## src/hw/rtl/iab_pkg.sv

```systemverilog
// shared types, constants and arithmetic helpers for the rgb444 alpha blender
// no dependencies
`timescale 1ns / 1ps

package iab_pkg;

    localparam int unsigned NIB_W   = 4;
    localparam int unsigned PIX_W   = 12;
    localparam int unsigned SRC_W   = 16;
    localparam int unsigned CFG_W   = 12;
    localparam int unsigned IDX_W   = 2;
    localparam int unsigned SUM_W   = 8;
    localparam int unsigned CHANNELS = 3;

    localparam logic [NIB_W-1:0] NIB_MAX = 4'hF;

    localparam logic [IDX_W-1:0] REG_BLEND_MODE = 2'd0;
    localparam logic [IDX_W-1:0] REG_FORE_COLOR = 2'd1;
    localparam logic [IDX_W-1:0] REG_BACK_COLOR = 2'd2;

    localparam logic [PIX_W-1:0] FORE_RESET = 12'hFFF;
    localparam logic [PIX_W-1:0] BACK_RESET = 12'h000;

    typedef struct packed {
        logic             blend_mode;
        logic [PIX_W-1:0] fore_color;
        logic [PIX_W-1:0] back_color;
    } cfg_t;

    typedef logic [SUM_W-1:0] sum_arr_t [CHANNELS];

    // x*w + y*(15-w), at most 225
    function automatic logic [SUM_W-1:0] mix_sum(
        input logic [NIB_W-1:0] x,
        input logic [NIB_W-1:0] y,
        input logic [NIB_W-1:0] w
    );
        logic [SUM_W-1:0] px;
        logic [SUM_W-1:0] py;
        px = SUM_W'(x) * SUM_W'(w);
        py = SUM_W'(y) * SUM_W'(NIB_MAX - w);
        return px + py;
    endfunction

    // floor(x/15) for x <= 225 via (x+1)*17 >> 8
    function automatic logic [NIB_W-1:0] div15(input logic [SUM_W-1:0] x);
        logic [12:0] prod;
        prod = (13'(x) + 13'd1) * 13'd17;
        return prod[11:8];
    endfunction

endpackage

```

## src/hw/rtl/iab_cfg_regs.sv

```systemverilog
// configuration registers: blend mode, foreground and background colors
// depends on iab_pkg
`timescale 1ns / 1ps

module iab_cfg_regs
(
    input  logic                      clk,
    input  logic                      rst_n,
    input  logic                      cfg_we,
    input  logic [iab_pkg::IDX_W-1:0] cfg_index,
    input  logic [iab_pkg::CFG_W-1:0] cfg_data,
    output iab_pkg::cfg_t             cfg
);

    iab_pkg::cfg_t cfg_reg;
    iab_pkg::cfg_t cfg_next;

    always_comb
    begin
        cfg_next = cfg_reg;
        if (cfg_we)
        begin
            unique case (cfg_index)
                iab_pkg::REG_BLEND_MODE: cfg_next.blend_mode = cfg_data[0];
                iab_pkg::REG_FORE_COLOR: cfg_next.fore_color = cfg_data;
                iab_pkg::REG_BACK_COLOR: cfg_next.back_color = cfg_data;
                default:                 cfg_next = cfg_reg;
            endcase
        end
    end

    always_ff @(posedge clk or negedge rst_n)
    begin
        if (!rst_n)
        begin
            cfg_reg.blend_mode <= 1'b0;
            cfg_reg.fore_color <= iab_pkg::FORE_RESET;
            cfg_reg.back_color <= iab_pkg::BACK_RESET;
        end
        else
        begin
            cfg_reg <= cfg_next;
        end
    end

    assign cfg = cfg_reg;

endmodule

```

## src/hw/rtl/iab_color_stage.sv

```systemverilog
// pipeline stages 1-2: coverage interpolation and source color selection
// depends on iab_pkg
`timescale 1ns / 1ps

module iab_color_stage
(
    input  logic                      clk,
    input  logic                      rst_n,
    input  logic                      adv,
    input  logic                      valid_in,
    input  logic [iab_pkg::SRC_W-1:0] source_word,
    input  logic [iab_pkg::PIX_W-1:0] dest_pixel,
    input  iab_pkg::cfg_t             cfg,
    output logic                      valid_out,
    output logic [iab_pkg::PIX_W-1:0] col_out,
    output logic [iab_pkg::NIB_W-1:0] alpha_out,
    output logic [iab_pkg::PIX_W-1:0] dest_out
);

    // stage 1
    logic                      v1_reg;
    logic                      mode1_reg;
    logic [iab_pkg::NIB_W-1:0] alpha1_reg;
    logic [iab_pkg::PIX_W-1:0] srccol1_reg;
    logic [iab_pkg::PIX_W-1:0] dest1_reg;
    iab_pkg::sum_arr_t         sum1_reg;
    iab_pkg::sum_arr_t         sum1_next;
    logic [iab_pkg::NIB_W-1:0] alpha1_next;

    // stage 2
    logic                      v2_reg;
    logic [iab_pkg::PIX_W-1:0] col2_reg;
    logic [iab_pkg::PIX_W-1:0] col2_next;
    logic [iab_pkg::NIB_W-1:0] alpha2_reg;
    logic [iab_pkg::PIX_W-1:0] dest2_reg;

    always_comb
    begin
        for (int ch = 0; ch < iab_pkg::CHANNELS; ch++)
        begin
            sum1_next[ch] = iab_pkg::mix_sum(cfg.fore_color[ch*4 +: 4],
                                             cfg.back_color[ch*4 +: 4],
                                             source_word[3:0]);
        end
        alpha1_next = cfg.blend_mode ? source_word[15:12] : source_word[7:4];
    end

    always_comb
    begin
        for (int ch = 0; ch < iab_pkg::CHANNELS; ch++)
        begin
            col2_next[ch*4 +: 4] = mode1_reg ? srccol1_reg[ch*4 +: 4]
                                             : iab_pkg::div15(sum1_reg[ch]);
        end
    end

    always_ff @(posedge clk or negedge rst_n)
    begin
        if (!rst_n)
        begin
            v1_reg <= 1'b0;
            v2_reg <= 1'b0;
        end
        else if (adv)
        begin
            v1_reg <= valid_in;
            v2_reg <= v1_reg;
        end
    end

    always_ff @(posedge clk)
    begin
        if (adv)
        begin
            mode1_reg   <= cfg.blend_mode;
            alpha1_reg  <= alpha1_next;
            srccol1_reg <= source_word[11:0];
            dest1_reg   <= dest_pixel;
            sum1_reg    <= sum1_next;
            col2_reg    <= col2_next;
            alpha2_reg  <= alpha1_reg;
            dest2_reg   <= dest1_reg;
        end
    end

    assign valid_out = v2_reg;
    assign col_out   = col2_reg;
    assign alpha_out = alpha2_reg;
    assign dest_out  = dest2_reg;

endmodule

```

## src/hw/rtl/iab_blend_stage.sv

```systemverilog
// pipeline stages 3-4: blend source color over destination by alpha
// depends on iab_pkg
`timescale 1ns / 1ps

module iab_blend_stage
(
    input  logic                      clk,
    input  logic                      rst_n,
    input  logic                      adv,
    input  logic                      valid_in,
    input  logic [iab_pkg::PIX_W-1:0] col_in,
    input  logic [iab_pkg::NIB_W-1:0] alpha_in,
    input  logic [iab_pkg::PIX_W-1:0] dest_in,
    output logic                      valid_out,
    output logic [iab_pkg::PIX_W-1:0] pixel_out
);

    logic                      v3_reg;
    iab_pkg::sum_arr_t         sum3_reg;
    iab_pkg::sum_arr_t         sum3_next;
    logic                      v4_reg;
    logic [iab_pkg::PIX_W-1:0] pix4_reg;
    logic [iab_pkg::PIX_W-1:0] pix4_next;

    always_comb
    begin
        for (int ch = 0; ch < iab_pkg::CHANNELS; ch++)
        begin
            sum3_next[ch] = iab_pkg::mix_sum(col_in[ch*4 +: 4],
                                             dest_in[ch*4 +: 4], alpha_in);
            pix4_next[ch*4 +: 4] = iab_pkg::div15(sum3_reg[ch]);
        end
    end

    always_ff @(posedge clk or negedge rst_n)
    begin
        if (!rst_n)
        begin
            v3_reg <= 1'b0;
            v4_reg <= 1'b0;
        end
        else if (adv)
        begin
            v3_reg <= valid_in;
            v4_reg <= v3_reg;
        end
    end

    always_ff @(posedge clk)
    begin
        if (adv)
        begin
            sum3_reg <= sum3_next;
            pix4_reg <= pix4_next;
        end
    end

    assign valid_out = v4_reg;
    assign pixel_out = pix4_reg;

endmodule

```

## src/hw/rtl/image_alpha_blend_rgb444_top.sv

```systemverilog
// rgb444 alpha blender top level: pipeline control and stage wiring
// depends on iab_pkg, iab_cfg_regs, iab_color_stage, iab_blend_stage
//
// usage
//   input channel: in_valid/in_stall with source_word and dest_pixel; a
//   transaction completes on a rising edge with in_valid high, in_stall low
//   output channel: out_valid/out_stall with blended_pixel, same rule
//   config port: cfg_we writes cfg_data to register cfg_index
//   (0 blend_mode, 1 fore_color, 2 back_color, index 3 ignored); write only
//   while the pipeline is empty
//   latency: 4 cycles from input transaction to out_valid
//   throughput: one pixel per cycle, set by the four-stage pipeline
//   stall: out_stall with a valid result freezes all stages and raises
//   in_stall in the same cycle; nothing is lost or repeated
//   reset: pipeline empty, blend_mode 0, fore_color 0xfff, back_color 0
`timescale 1ns / 1ps

module image_alpha_blend_rgb444_top
(
    input  logic                      clk,
    input  logic                      rst_n,
    input  logic                      cfg_we,
    input  logic [iab_pkg::IDX_W-1:0] cfg_index,
    input  logic [iab_pkg::CFG_W-1:0] cfg_data,
    input  logic                      in_valid,
    output logic                      in_stall,
    input  logic [iab_pkg::SRC_W-1:0] source_word,
    input  logic [iab_pkg::PIX_W-1:0] dest_pixel,
    output logic                      out_valid,
    input  logic                      out_stall,
    output logic [iab_pkg::PIX_W-1:0] blended_pixel
);

    iab_pkg::cfg_t             cfg;
    logic                      adv;
    logic                      mid_valid;
    logic [iab_pkg::PIX_W-1:0] mid_col;
    logic [iab_pkg::NIB_W-1:0] mid_alpha;
    logic [iab_pkg::PIX_W-1:0] mid_dest;

    assign adv      = !(out_valid && out_stall);
    assign in_stall = !adv;

    iab_cfg_regs u_cfg
    (
        .clk       (clk),
        .rst_n     (rst_n),
        .cfg_we    (cfg_we),
        .cfg_index (cfg_index),
        .cfg_data  (cfg_data),
        .cfg       (cfg)
    );

    iab_color_stage u_color
    (
        .clk         (clk),
        .rst_n       (rst_n),
        .adv         (adv),
        .valid_in    (in_valid),
        .source_word (source_word),
        .dest_pixel  (dest_pixel),
        .cfg         (cfg),
        .valid_out   (mid_valid),
        .col_out     (mid_col),
        .alpha_out   (mid_alpha),
        .dest_out    (mid_dest)
    );

    iab_blend_stage u_blend
    (
        .clk       (clk),
        .rst_n     (rst_n),
        .adv       (adv),
        .valid_in  (mid_valid),
        .col_in    (mid_col),
        .alpha_in  (mid_alpha),
        .dest_in   (mid_dest),
        .valid_out (out_valid),
        .pixel_out (blended_pixel)
    );

endmodule
```

## config.mk

```make
export PLATFORM = sky130hd
export DESIGN_NAME = image_alpha_blend_rgb444_top
export DESIGN_NICKNAME = d
export VERILOG_FILES = /design/src/hw/rtl/iab_pkg.sv /design/src/hw/rtl/iab_cfg_regs.sv /design/src/hw/rtl/iab_color_stage.sv /design/src/hw/rtl/iab_blend_stage.sv /design/src/hw/rtl/image_alpha_blend_rgb444_top.sv
export SDC_FILE = /design/constraint.sdc
export NUM_CORES = 1
export LEC_CHECK = 0
export ABC_CLOCK_PERIOD_IN_PS = 8060
export BUFFER_PORTS_ARGS = -buffer_cell sky130_fd_sc_hd__clkbuf_2
export CORE_MARGIN = 3
export CORE_UTILIZATION = 40
export DETAILED_ROUTE_END_ITERATION = 8
export PLACE_DENSITY = 0.58
export SLEW_MARGIN = 20
export SYNTH_ARGS = -nofsm -noshare
export SYNTH_HDL_FRONTEND = slang
export SYNTH_HIERARCHICAL = 1
export SYNTH_SLANG_ARGS = --single-unit
```

## constraint.sdc

```tcl
create_clock -name clk -period 8.06 [get_ports clk]
set_clock_uncertainty 0.15 [all_clocks]
set_input_delay 0.806 -clock clk [delete_from_list [all_inputs] [get_ports clk]]
set_output_delay 0.806 -clock clk [all_outputs]
set_load 0.005 [all_outputs]
```

==> impl_metrics.env, run 1 <==
export IMPL_nFillCells=2952
export IMPL_period_needed_ns=4.61
export IMPL_io_pins=61
export IMPL_yosysWarnings=6
export IMPL_ys_seq_area_share_pct=32.7
export IMPL_diodes=0
export IMPL_synth_top_area_share_pct=27.0
export IMPL_core_area_um2=31800
export IMPL_fin_ws_ns=3.45
export IMPL_synth_edf_count=117
export IMPL_cp_required_ns=8.08
export IMPL_hold_ws_ns=0.270
export IMPL_max_freq_mhz=217
export IMPL_hold_start="u_color/alpha1_reg[0]"
export IMPL_pre_cts_slack_ns=2.99
export IMPL_grt_max_degree=75
export IMPL_synthCells=1146
export IMPL_synth_top_cell_by_area="edfxtp_1"
export IMPL_cts_resized=0
export IMPL_cp_max_fo=25
export IMPL_min_path_cells=0
export IMPL_regArea_um2=4250
export IMPL_relSlewSlack_pct=38.6
export IMPL_cts_tree="built"
export IMPL_status="completed"
export IMPL_synthFlopType="edfxtp_1"
export IMPL_multi_input_area_um2=7940
export IMPL_reg2reg_from="u_color/alpha_out[1]"
export IMPL_synthTopCellsByArea="edfxtp_1 27%, ha_1 16%, fa_1 16%, inv_1 5.7%, xnor2_1 4.2%"
export IMPL_avgSynthCellArea_um2=11.4
export IMPL_cts_made_buffers=17
export IMPL_syn_area_um2=13000
export IMPL_cts_max_level=4
export IMPL_antenna_found_initial=0
export IMPL_clk_latency_ns=0.43
export IMPL_synth_async_reset_ratio_pct=19.9
export IMPL_r2r_setup_slack_ns=3.46
export IMPL_hold_class="flop to flop"
export IMPL_setup_viol=0
export IMPL_grt_setup_unrepaired="no"
export IMPL_die_w_um=186
export IMPL_start_util_pct=40.9
export IMPL_post_cts_setup_buffers=0
export IMPL_ctsLongestPathBuffers=2
export IMPL_start_kind="input port"
export IMPL_dpl_hpwl_mm=17.1
export IMPL_ys_seq_elements=146
export IMPL_clk_transition_reported_paths_ns=0.07
export IMPL_nets=1523
export IMPL_std_cell_rows=65
export IMPL_grt_pass1_wl_mm=38.5
export IMPL_cap_violations=0
export IMPL_io_buffers=60
export IMPL_routedWlPerCell_um=13.2
export IMPL_clock_sinks=146
export IMPL_die_area_um2=34800
export IMPL_root_buffer="clkbuf_16"
export IMPL_finalCritPeriodShare_pct=57.2
export IMPL_grt_ovfl_total=0
export IMPL_finalHoldViolations=0
export IMPL_maxSlewViolCount=0
export IMPL_area_delta_synth_final_pct=10.4
export IMPL_grt_pass1_vias=8114
export IMPL_worstPathArrival_ns=4.63
export IMPL_cts_hold_buf=0
export IMPL_drt_total_wl_mm=21.9
export IMPL_die_y_um=186
export IMPL_largest_register_ffs=25
export IMPL_fin_tns_setup_ns=0
export IMPL_worstMarginPinSlew_ns=0.921
export IMPL_min_to="u_color/alpha_out[0]"
export IMPL_drt_initial_drc_count=233
export IMPL_via_per_inst=4.67
export IMPL_timing_rr_end="u_blend/sum3_reg[22]"
export IMPL_drtAntennaViolNets=0
export IMPL_vias=7718
export IMPL_first_pass_iters=4
export IMPL_drive_gt1_share_pct=14.8
export IMPL_reg2reg_depth=12
export IMPL_place_gp_congestion=0.761
export IMPL_crit_type="input port to flop"
export IMPL_drcViolationCount=0
export IMPL_worstSetupEndpointType="flop"
export IMPL_synthDistinctLibCells=59
export IMPL_grt_usage_pct=13.3
[layout by cell type, fill, tap and decap left out, types with 4 or more instances in the layout]
cell / n
and2_1: 66
dfrtp_1: 17
a211oi_2: 4
clkbuf_2: 60
a21o_1: 12
inv_6: 4
o21ai_0: 10
conb_1: 8
nand2_1: 35
nor2_1: 19
a211oi_1: 7
inv_8: 6
xor2_1: 19
nand4b_1: 6
a21oi_1: 28
ha_1: 167
clkbuf_16: 17
inv_1: 198
nor2b_1: 56
and3_1: 7
nor3_1: 8
o21bai_1: 6
xnor2_1: 63
edfxtp_1: 117
fa_1: 103
mux2_2: 29
nand3_1: 22
mux2_4: 20
dfstp_2: 12
nand2b_1: 32
[per-stage QoR]
step / utilization, % / instances / area (µm²)
CTS: 45.2 / 1654 / 14400
global route: 45.2 / 1654 / 14400
detailed placement: 43.3 / 1622 / 13800
finish: 45.2 / 1654 / 14400
global placement: 43.3 / 1622 / 13800
floorplan: - / 1151 / 13000
[metal layers]
layer	global-route usage, %	up-vias	share of wire [%]	wire length [µm]
met3	2.25	25	2.3	497
li1	-	3893	-	-
met2	23.6	70	50	11000
met5	0	-	0	0
met4	3.55	0	1.5	323
met1	16.8	3730	46	10000
[cell type report]
| type | instances | share of cell area [%] |
|---|---|---|
| Multi-Input combinational cell | 782 | 55.2 |
| Clock buffer | 17 | 2.96 |
| Clock inverter | 15 | 1.13 |
| Inverter | 198 | 5.17 |
| Sequential cell | 146 | 29.6 |
| Timing Repair Buffer | 61 | 2.14 |
| Tap cell | 435 | 3.79 |
[worst max-delay path by stage]
stage / startpoint / endpoint
CTS: u_color/alpha_out[1] / u_blend/sum3_reg[22]
global placement: source_word[1] / u_color/sum1_reg[15]
finish: source_word[1] / u_color/sum1_reg[15]
detailed placement: source_word[1] / u_color/sum1_reg[15]
global route: u_color/alpha_out[1] / u_blend/sum3_reg[7]
floorplan: source_word[0] / u_color/sum1_reg[23]
[critical path, cell delays in order]
cell	delay, ns
clkbuf_2	0.32
nand2b_1	0.28
fa_1	0.49
fa_1	0.54
inv_1	0.05
fa_1	0.53
inv_1	0.05
fa_1	0.58
inv_1	0.06
ha_1	0.19
a21o_1	0.14
a21oi_1	0.23
o21bai_1	0.09
a21oi_1	0.17
xnor2_1	0.09
[cell families (layout without fill, tap and decap cells)]
| family | after synthesis | after routing | synth area share (%) |
|---|---|---|---|
| AND/OR/NAND/NOR | 278 | 278 | 12.8 |
| adder cells (fa/ha/maj) | 270 | 270 | 31.9 |
| buffers and inverters | 223 | 291 | 6.58 |
| flip-flops | 146 | 146 | 32.7 |
| XOR/XNOR | 88 | 88 | 6.44 |
| AO/OA/AOI/OAI | 86 | 86 | 4.42 |
| multiplexers | 52 | 52 | 5.06 |
| other | 3 | 8 | 0.0865 |
[cells in the mapped netlist, types with 10 or more instances]
| library cell | count |
|---|---|
| edfxtp_1 | 117 |
| dfrtp_1 | 17 |
| a21oi_1 | 28 |
| nand2_1 | 36 |
| mux2_2 | 29 |
| dfstp_2 | 12 |
| xnor2_1 | 63 |
| nor2_1 | 19 |
| ha_1 | 167 |
| clkbuf_1 | 22 |
| and2_1 | 66 |
| o21ai_0 | 10 |
| xor2_1 | 19 |
| fa_1 | 103 |
| nand3_1 | 22 |
| mux2_4 | 20 |
| a21o_1 | 12 |
| nand2b_1 | 32 |
| nor2b_1 | 56 |
| inv_1 | 198 |
Power of run 1 is left out: the tool's default activity adds up to more than one toggle a clock period on the data nets, which glitch-free logic cannot reach.
==> run 2: changes to the inputs <==
--- a/config.mk
+++ b/config.mk
@@ -5,12 +5,12 @@
 export SDC_FILE = /design/constraint.sdc
 export NUM_CORES = 1
 export LEC_CHECK = 0
-export ABC_CLOCK_PERIOD_IN_PS = 8060
+export ABC_CLOCK_PERIOD_IN_PS = 4100
 export BUFFER_PORTS_ARGS = -buffer_cell sky130_fd_sc_hd__clkbuf_2
 export CORE_MARGIN = 3
 export CORE_UTILIZATION = 40
 export DETAILED_ROUTE_END_ITERATION = 8
-export PLACE_DENSITY = 0.58
+export PLACE_DENSITY = 0.6
 export SLEW_MARGIN = 20
 export SYNTH_ARGS = -nofsm -noshare
 export SYNTH_HDL_FRONTEND = slang
==> constraint.sdc (replaced) <==
create_clock -name clk -period 4.1 [get_ports clk]
set_clock_uncertainty 0.15 [all_clocks]
set_input_delay 0.41 -clock clk [delete_from_list [all_inputs] [get_ports clk]]
set_output_delay 0.41 -clock clk [all_outputs]
set_load 0.005 [all_outputs]
==> run 2 against run 1 <==
  * The flow now finishes with violations (negative setup slack)
  * Routed wire length is 7.4% higher
  * Register-to-register slack worse by 3.5 ns
  * Non-clock buffer count grew 84
  * First-iteration DRC count grew 9.9%
  * Critical endpoint is now u_blend/sum3_reg[22]
  * Utilization up 3.1 points
  * Worst setup slack got worse by 3.5 ns
  * Final area rose by 6.9%
==> impl_metrics.env, run 2 (synthesis gave the netlist of run 1 again) <==
export IMPL_die_area_um2=34800
export IMPL_std_cell_rows=65
export IMPL_vias=8075
export IMPL_period_needed_ns=4.11
export IMPL_grt_pass1_vias=8653
export IMPL_place_gp_congestion=0.795
export IMPL_drtAntennaViolNets=0
export IMPL_place_inst=1669
export IMPL_via_per_inst=4.65
export IMPL_reg2reg_depth=13
export IMPL_cp_slowest_stage_delay_ns=0.52
export IMPL_clk_transition_reported_paths_ns=0.07
export IMPL_cts_max_level=4
export IMPL_diodes=0
export IMPL_io_buffers=60
export IMPL_grt_util_met2_pct=25.6
export IMPL_drt_total_wl_mm=23.5
export IMPL_nFillCells=2898
export IMPL_die_y_um=186
export IMPL_worst_path_stages=13
export IMPL_worstPathArrival_ns=4.14
export IMPL_worstSetupEndpointType="flop"
export IMPL_grt_usage_pct=14.0
export IMPL_grt_use_met1_pct=17.0
export IMPL_routedWlPerCell_um=13.5
export IMPL_worstMarginPinSlew_ns=0.743
export IMPL_violations="negative setup slack"
export IMPL_antenna_found_initial=0
export IMPL_finalHoldViolations=0
export IMPL_cts_made_buffers=17
export IMPL_crit_type="flop to flop"
export IMPL_final_cell_mix="190 x inv_1, 158 x ha_1, 117 x edfxtp_1"
export IMPL_drive_gt1_share_pct=22.9
export IMPL_dpl_hpwl_mm=18.4
export IMPL_status="finished with violations"
export IMPL_drt_initial_drc_count=256
export IMPL_busiest_layer="met2"
export IMPL_ctsLongestPathBuffers=2
export IMPL_drcViolationCount=0
export IMPL_area_delta_synth_final_pct=18.0
export IMPL_cts_tree="built"
export IMPL_cpMaxStageDelayCell="fa_1"
export IMPL_root_buffer="clkbuf_16"
export IMPL_hold_class="input port to flop"
export IMPL_setup_viol=1
export IMPL_path_delay_family="adder cells"
export IMPL_finalCritPeriodShare_pct=100
export IMPL_clk_latency_ns=0.43
export IMPL_largest_register_ffs=25
export IMPL_start_kind="flop"
export IMPL_core_area_um2=31800
export IMPL_cp_max_fo=4
export IMPL_max_freq_mhz=244
export IMPL_clock_sinks=146
export IMPL_io_pins=61
export IMPL_grt_setup_unrepaired="yes"
export IMPL_fin_ws_ns=-0.00639
export IMPL_cap_violations=0
export IMPL_grt_pass1_wl_mm=40.4
export IMPL_layout_commonest_cell="inv_1"
export IMPL_cp_common_cell="fa_1"
export IMPL_cp_required_ns=4.14
export IMPL_grt_max_degree=73
export IMPL_grt_ovfl_total=0
export IMPL_start_util_pct=40.9
export IMPL_first_pass_iters=4
export IMPL_die_w_um=186
export IMPL_nets=1607
export IMPL_final_cells=1738
export IMPL_use_met3_pct=2.33
export IMPL_maxSlewViolCount=0
export IMPL_cp_cell_sequence="buf_6, nand2b_4, fa_1, fa_1, inv_2, fa_1, inv_1, fa_1, inv_2, fa_2, a21o_1, a21oi_2, xnor2_1"
export IMPL_min_path_cells=1
export IMPL_path_buf_inv=4
export IMPL_relSlewSlack_pct=50.5
run 2: cell types whose count changed in the layout (fill, tap and decap cells not counted), moves of 6 or more:
cell	delta
a21oi_1	-10
a21oi_2	+10
buf_4	+60
dlygate4sd3_1	+17
ha_1	-9
ha_4	+6
inv_1	-8
inv_2	+8
nand2b_1	-11
nand2b_4	+11
run 2: layout make-up:
type                            instances  area, µm²  area share (%)
Clock buffer                           17        425            2.77
Clock inverter                         15        191            1.25
Inverter                              198        743            4.84
Multi-Input combinational cell        782       8170            53.2
Sequential cell                       146       4260            27.7
Tap cell                              435        544            3.54
Timing Repair Buffer                  145       1020            6.67
run 2: worst reg2reg max path, delay by kind of cell (launching register included):
family,cells,cell delay (ns)
xor gates and xnor gates,1,0.07
buffers and inverters,4,0.33
AOI/OAI and AO/OA,2,0.29
adders and majority gates,5,2.43
DFF,1,0.46
and+or+nand+nor,1,0.14
run 2: metal layers:
layer	wire length [µm]	share of wire (%)	vias to the layer above
met5	0	0	-
met4	389	1.7	0
met3	439	1.9	23
met2	12100	51	75
met1	10600	45	3915
li1	-	-	4062
run 2: through the flow:
step	utilization (%)	hold slack, ns	setup TNS [ns]	worst slack [ns]	instance area [µm²]
3_5_place_dp	44.7	0.256	-1.77	-0.209	14200
6_report	48.3	0.0347	-0.00639	-0.00639	15400
3_3_place_gp	44.7	0.251	-1.15	-0.145	14200
5_1_grt	48.3	0.00943	-0.952	-0.170	15400
4_1_cts	47.5	0.0124	-0.0411	-0.0408	15100
2_1_floorplan	-	-0.0356	-0.0129	-0.0129	13200
run 2: path summary, 6_finish.rpt:
check,slack (ns),from,endpoint
worst max register to register,-0.006,u_color/alpha_out[2],u_blend/sum3_reg[22]
min in group asynchronous,0.43,rst_n,u_cfg/cfg[10]
worst min-delay path,0.03,source_word[6],u_color/srccol1_reg[6]
worst min register to register,0.27,u_color/dest1_reg[3],u_color/dest_out[3]
worst max-delay path,-0.006,u_color/alpha_out[2],u_blend/sum3_reg[22]
max in group asynchronous,2.85,rst_n,u_cfg/cfg[3]
run 2: timing repair:
item | CTS | global route
pin swaps | 12 | 48
hold buffers | 17 | 0
endpoints found under the hold margin | 33 | 0
gates resized for setup | 18 | 33
cloned | 0 | 0
buffers inserted | 3 | 17
endpoints found under the setup margin | 7 | 17
Power of run 2 is left out for the same reason.
